File: src/stwa_pkg.sv
// ----------------------------------------------------------------------------
// stwa_pkg: shared types and constants
// Widths of the stage timings, the running sums, the window indexes and the
// sequencer states of the stage time window averager.
// ----------------------------------------------------------------------------
`default_nettype none

package stwa_pkg;

  localparam int WINDOW    = 64;
  localparam int STAGES    = 4;
  localparam int TIME_W    = 24;
  localparam int SLOT_W    = $clog2(WINDOW);
  localparam int FILL_W    = $clog2(WINDOW + 1);
  localparam int SUM_W     = TIME_W + SLOT_W;
  localparam int DIV_CNT_W = $clog2(SUM_W);
  localparam int STAGE_W   = $clog2(STAGES);
  localparam int CODE_W    = 3;
  localparam int TOTAL_W   = 32;

  localparam logic [CODE_W-1:0] STAGE_NONE = CODE_W'(STAGES);

  typedef enum logic {
    CMD_RECORD = 1'b0,
    CMD_CLEAR  = 1'b1
  } cmd_e;

  typedef enum logic [2:0] {
    ST_IDLE,
    ST_FETCH,
    ST_DIVIDE,
    ST_RANK,
    ST_DONE
  } state_e;

  typedef logic [STAGES-1:0][TIME_W-1:0] times_t;
  typedef logic [STAGES-1:0][SUM_W-1:0]  sums_t;

  typedef struct packed {
    logic load;
    logic step;
  } div_ctrl_t;

endpackage

`default_nettype wire

File: src/stwa_div_lane.sv
// ----------------------------------------------------------------------------
// stwa_div_lane: bit-serial restoring divider
// Divides one running sum by the frame count, one quotient bit per cycle
// while ctrl_i.step is high, most significant bit first.
// ----------------------------------------------------------------------------
`default_nettype none

module stwa_div_lane (
  input  wire logic                         clk_i,
  input  wire stwa_pkg::div_ctrl_t          ctrl_i,
  input  wire logic [stwa_pkg::SUM_W-1:0]   dividend_i,
  input  wire logic [stwa_pkg::FILL_W-1:0]  divisor_i,
  output logic [stwa_pkg::TIME_W-1:0]       quotient_o
);
  import stwa_pkg::*;

  logic [SUM_W-1:0]  quo_q, quo_d;
  logic [FILL_W-1:0] rem_q, rem_d;
  logic [FILL_W:0]   trial;
  logic [FILL_W:0]   diff;
  logic              fits;

  always_comb begin
    trial = {rem_q, quo_q[SUM_W-1]};
    diff  = trial - {1'b0, divisor_i};
    fits  = trial >= {1'b0, divisor_i};
    quo_d = quo_q;
    rem_d = rem_q;
    if (ctrl_i.load) begin
      quo_d = dividend_i;
      rem_d = '0;
    end else if (ctrl_i.step) begin
      quo_d = {quo_q[SUM_W-2:0], fits};
      rem_d = fits ? diff[FILL_W-1:0] : trial[FILL_W-1:0];
    end
  end

  always_ff @(posedge clk_i) begin
    quo_q <= quo_d;
    rem_q <= rem_d;
  end

  assign quotient_o = quo_q[TIME_W-1:0];

endmodule

`default_nettype wire

File: config.mk
export PLATFORM = sky130hd
export DESIGN_NAME = stwa_div_lane
export DESIGN_NICKNAME = d
export VERILOG_FILES = /design/src/stwa_pkg.sv /design/src/stwa_div_lane.sv
export SDC_FILE = /design/constraint.sdc
export NUM_CORES = 1
export LEC_CHECK = 0
export BUFFER_PORTS_ARGS = -buffer_cell sky130_fd_sc_hd__buf_2
export CAP_MARGIN = 10
export CORE_MARGIN = 2
export CORE_UTILIZATION = 47
export CTS_CLUSTER_DIAMETER = 60
export DETAILED_ROUTE_END_ITERATION = 10
export GPL_TIMING_DRIVEN = 0
export PLACE_DENSITY = 0.76
export SLEW_MARGIN = 20
export SYNTH_ARGS = -nofsm -noshare
export SYNTH_HDL_FRONTEND = slang
export SYNTH_SLANG_ARGS = --single-unit
export TNS_END_PERCENT = 5
File: constraint.sdc
create_clock -name clk_i -period 2.2 [get_ports clk_i]
set_input_delay 0.33 -clock clk_i [delete_from_list [all_inputs] [get_ports clk_i]]
set_output_delay 0.33 -clock clk_i [all_outputs]
set_load 0.02 [all_outputs]
Word level (Yosys, flattened, before mapping)
Index checks and enable logic that the tools add are counted.
Operators by class
  add/sub/neg operators: 1
  magnitude comparators: 1
  muxes and demuxes: 3
  reductions and logical operators: 1
Operator list (count)
  $mux W30: 2
  $ge A8 B7 Y1: 1
  $mux W7: 1
  $sub A7 B7 Y7: 1
  $reduce_bool A2 Y1: 1
Storage, ports and cells
  bits in registers: 37
  output and inout port bits: 24
  logic and storage cells: 8

Depth between registers and ports, before layout
  depth after elaboration: 3
  mapped depth: 9
  depth with buffers taken out: 7

Worst setup path before layout
No wires, ideal clock.
  path kind: reg2reg
  start point: register quo_q[29]
  end point: register rem_q[0]
  library setup time: 0.088 ns
  arrival: 1.999 ns
  data required time: 2.112 ns
  setup slack: 0.113 ns
  cell stages (with the launch flop): 10
  clock period less this slack: 2.087 ns
  cells stage by stage: edfxtp_1 -> inv_1 -> ha_1 -> fa_1 -> nand2b_1 -> a211o_1 -> buf_6 -> and3_1 -> buf_6 -> a311oi_2
On the way
  cells in the longest elaborated chain, start to end: 2
  elaborated cells between the ends (all ways): 3
  those cells by class: add/sub (1); order compare (1); mux (1)
RTL lines
  from (decl): RTL line stwa_div_lane.sv:17  | logic [SUM_W-1:0] quo_q, quo_d;
  from (signal assigned): RTL line stwa_div_lane.sv:39  | quo_q <= quo_d;
  $sub A7 B7 Y7 or $ge A8 B7 Y1 (tied branches): RTL line stwa_div_lane.sv:25, stwa_div_lane.sv:26
  $mux W7 *: RTL line stwa_div_lane.sv:34  | rem_d = fits ? diff[FILL_W-1:0] : trial[FILL_W-1:0];
  to (signal assigned): RTL line stwa_div_lane.sv:40  | rem_q <= rem_d;
  to (decl): RTL line stwa_div_lane.sv:18  | logic [FILL_W-1:0] rem_q, rem_d;
Every way passes the cells marked *; elsewhere a longest branch is shown, timed or not.
A chain may end at the register's enable or synchronous reset.

Worst setup path after layout
Same ends and word-level chain as after synthesis.

==> results by group <==
Critical path
  – Critical Path Fanout Max: 9
  – CP most frequent cell: buf_6
  – Startpoint types: register
  – Max stage delay on crit path: 0.37 ns
  – Crit path required time: 2.39 ns
  – R2r endpoint: rem_q[0]$_SDFFE_PP0P_
  – Crit Path Class: reg -> reg
  – R2R depth: 9
  – CP max stage cell: fa_2
  – Critical path capture point type: register
  – Worst R2R Setup Slack: 0.08 ns
  – Worst r2r src: quo_q[29]$_DFFE_PP_
  – Arrival time of the worst setup path: 2.31 ns
  – Critical Path, Cell by Cell: inv_2 > ha_4 > fa_2 > nand2b_4 > a211o_1 > buf_6 > and3_1 > buf_6 > a311oi_2

Synthesis
  – Synth warnings: 0
  – Ys flop type: edfxtp_1
  – Post-synth EDFFs: 30
  – Commonest cells in the netlist: edfxtp_1 (30), mux2_2 (29), buf_4 (25)
  – Syn_nets: 241
  – Post-synth top area cell: edfxtp_1
  – Top-area cell type share of the netlist area: 39.3%
  – Most frequent cell after synthesis: edfxtp_1
  – Synth cell types: 44
  – Top post-synthesis cells by area: edfxtp_1 (39%), mux2_2 (14%), buf_4 (8.2%), dfxtp_1 (6.1%), ha_1 (3.8%)
  – Avg Cell Area, Syn: 11.9 µm²
  – Synthesized area: 0.00229 mm²
  – Post-Syn Instances: 193
  – Async S/R FF share, synth: 0%
  – Post-synthesis sequential area ratio: 45.4%
  – Number of synthesized register bits: 37

Die
  – Core Rows: 25
  – Ports: 64
  – Initial Util: 48.5%
  – Die W: 73.8 µm
  – Die height: 73.8 µm
  – Die area: 0.00545 mm²
  – Placeable Area: 0.00472 mm²

Layout
  – Filler cell count: 397
  – Final Cell Area: 0.00280 mm²
  – Synthesis-to-finish area growth: 22.1%
  – Non-filler cells, final: 329
  – N_diodes: 0
  – Nets: 309
  – Layout cells sized above 1: 53.4%

Placement
  – GPL Wtd Cong: 0.772
  – Port-buffer cells: 61
  – HPWL Detailed: 3270 µm
  – Pre-CTS setup slack: -0.0802 ns
  – Cell Area, Placed: 0.00268 mm²
  – Placed cell count: 321

STA
  – Final worst setup slack: 0.0819 ns
  – Tmin final: 2.12 ns
  – Fin. max-slew vios: 0
  – Hold_ws: 0.347 ns
  – Max Clock Freq: 472 MHz
  – Final setup vio count: 0
  – Slew margin rel.: 53.1%
  – RSZ-0062 raised after global routing: no
  – Worst Skew: 0.00800 ns
  – Final period util: 96.3%
  – Worst slew pin tran: 0.703 ns
  – Final hold vios: 0

Hold path
  – Worst hold path class: in -> reg
  – WHS Endpoint: quo_q[3]$_DFFE_PP_
  – Hold Path Origin: dividend_i[3]
  – Hold Path Stages: 2

Drt
  – Via count: 1655
  – Avg WL per Cell: 13.2 µm
  – Iteration count of the initial detailed-routing pass: 4
  – Post-route ant nets: 0
  – DRC: 0
  – DR vias/cell: 5.03
  – Drt initial violations: 125
  – Routed WL: 4350 µm

CTS
  – Clock Sinks: 37
  – Clock buffer depth: 2
  – H-tree depth: 2
  – TritonCTS buffer count: 5
  – Clock Tree Root: clkbuf_8
  – CTS tree: built
  – Clock Latency Late Sink: 0.28 ns
  – Reg clk slew, reported paths: 0.07 ns

Pwr
  – Overall Power: 1.87 mW
  – Internal power: 1.36 mW
  – Clock group share of total power: 25.4%
  – Worst-case vdd ir drop: 0.540 mV
  – Lkg Pwr: 1.22 nW
  – Sw power: 509 µW
  – Comb power frac: 27.4%
  – Sw frac: 27.2%
  – Reg power frac: 47.3%
  – Ratio of total power to cell area: 669 mW/mm²

Global route
  – Vias in the first global route: 1514
  – Largest net degree at the start of global routing: 31
  – Initial antenna violation count: 0
  – First-pass GRT wire length: 6660 µm
  – Tot GR Track Use: 16.1%
  – GRT overflow: 0

Status
  – Run status: completed

Run
  – Maxcap violations: 0
[worst max path at each step]
stage | startpoint | to | slack [ns] | cells after the start
final | quo_q[29]$_DFFE_PP_ | rem_q[0]$_SDFFE_PP0P_ | 0.08 | 9
after CTS | quo_q[29]$_DFFE_PP_ | rem_q[0]$_SDFFE_PP0P_ | 0.03 | 9
after global placement | divisor_i[0] | rem_q[0]$_SDFFE_PP0P_ | -0.07 | 9
after global routing | quo_q[29]$_DFFE_PP_ | rem_q[0]$_SDFFE_PP0P_ | 0.0005 | 9
after detailed placement | divisor_i[0] | rem_q[0]$_SDFFE_PP0P_ | -0.08 | 9
after floorplan | quo_q[29]$_DFFE_PP_ | rem_q[0]$_SDFFE_PP0P_ | 0.11 | 9
[power groups by stage]
stage	Clock [mW]	Combinational, mW	Sequential, mW
final	0.475	0.512	0.884
after global routing	0.515	0.558	0.892
after CTS	0.488	0.504	0.885
after detailed placement	0	0.500	0.899
after global placement	0	0.491	0.896
after floorplan	0	0.377	0.884
[through the flow]
step	util, %	TNS [ns]
6_report	59.2	0
5_1_grt	59.2	0
4_1_cts	58.7	0
3_5_place_dp	56.7	-0.292
3_3_place_gp	56.7	-0.216
2_1_floorplan	-	0
[critical path: cells and delay by family, from the launching register on]
| kind | cells | cell delay [ns] |
|---|---|---|
| DFF | 1 | 0.34 |
| buffers and inverters | 3 | 0.33 |
| adders and majority gates | 2 | 0.53 |
| AOI/OAI and AO/OA | 2 | 0.51 |
| and+or+nand+nor | 2 | 0.34 |
[layer usage]
metal / vias up / share of wire (%) / track usage, %
met5: - / 0 / 0
met4: 0 / 0.44 / 4.65
met2: 45 / 51 / 25.1
met3: 2 / 5.1 / 4.94
li1: 818 / - / -
met1: 790 / 43 / 21.5
[cell usage in the layout (no fill, tap or decap), types with 2 or more instances in the layout]
master	instances
buf_2	61
edfxtp_1	30
mux2_2	29
buf_4	25
inv_1	11
clkbuf_1	7
nor2_1	7
dfxtp_1	7
nor3b_1	6
nand2_1	6
ha_1	6
clkbuf_8	6
o21ai_0	5
buf_6	4
nor2b_1	4
a41oi_1	4
or2_2	3
nand4_1	2
o21a_1	2
nor3_1	2
a211oi_1	2
xnor2_1	2
a31oi_1	2
o21bai_1	2
a311oi_2	2
[kinds of logic after synthesis]
logic type               Yosys count  share of synthesized area (%)
buffers and inverters             46                           12.9
XOR/XNOR                           2                          0.765
flip-flops                        37                           45.4
multiplexers                      30                           14.7
adder cells (fa/ha/maj)            8                           4.70
AND/OR/NAND/NOR                   38                           9.56
AO/OA/AOI/OAI                     32                           11.9
[registers in the layout, indices dropped and copies added, names as in the netlist]
| register | flops |
|---|---|
| quo_q | 30 |
| rem_q | 7 |
[final cells by class]
class	count	area (µm²)	share of cell area (%)
flip-flops and latches	37	1040	37.2
multi-input cells	110	981	35.1
repair buffers	61	305	10.9
plain buffers	34	251	8.99
clock buffers	8	90.1	3.22
well taps	67	83.8	3.00
inverters	12	45.0	1.61
[repair_timing]
action                     in CTS  in global routing
resized for setup               1                  5
setup endpoints to repair       2                  4
pin swaps                       0                  1
hold buffers                    0                  0
setup buffers                   0                  0
No activity file was read; power rests on OpenSTA's default activity.
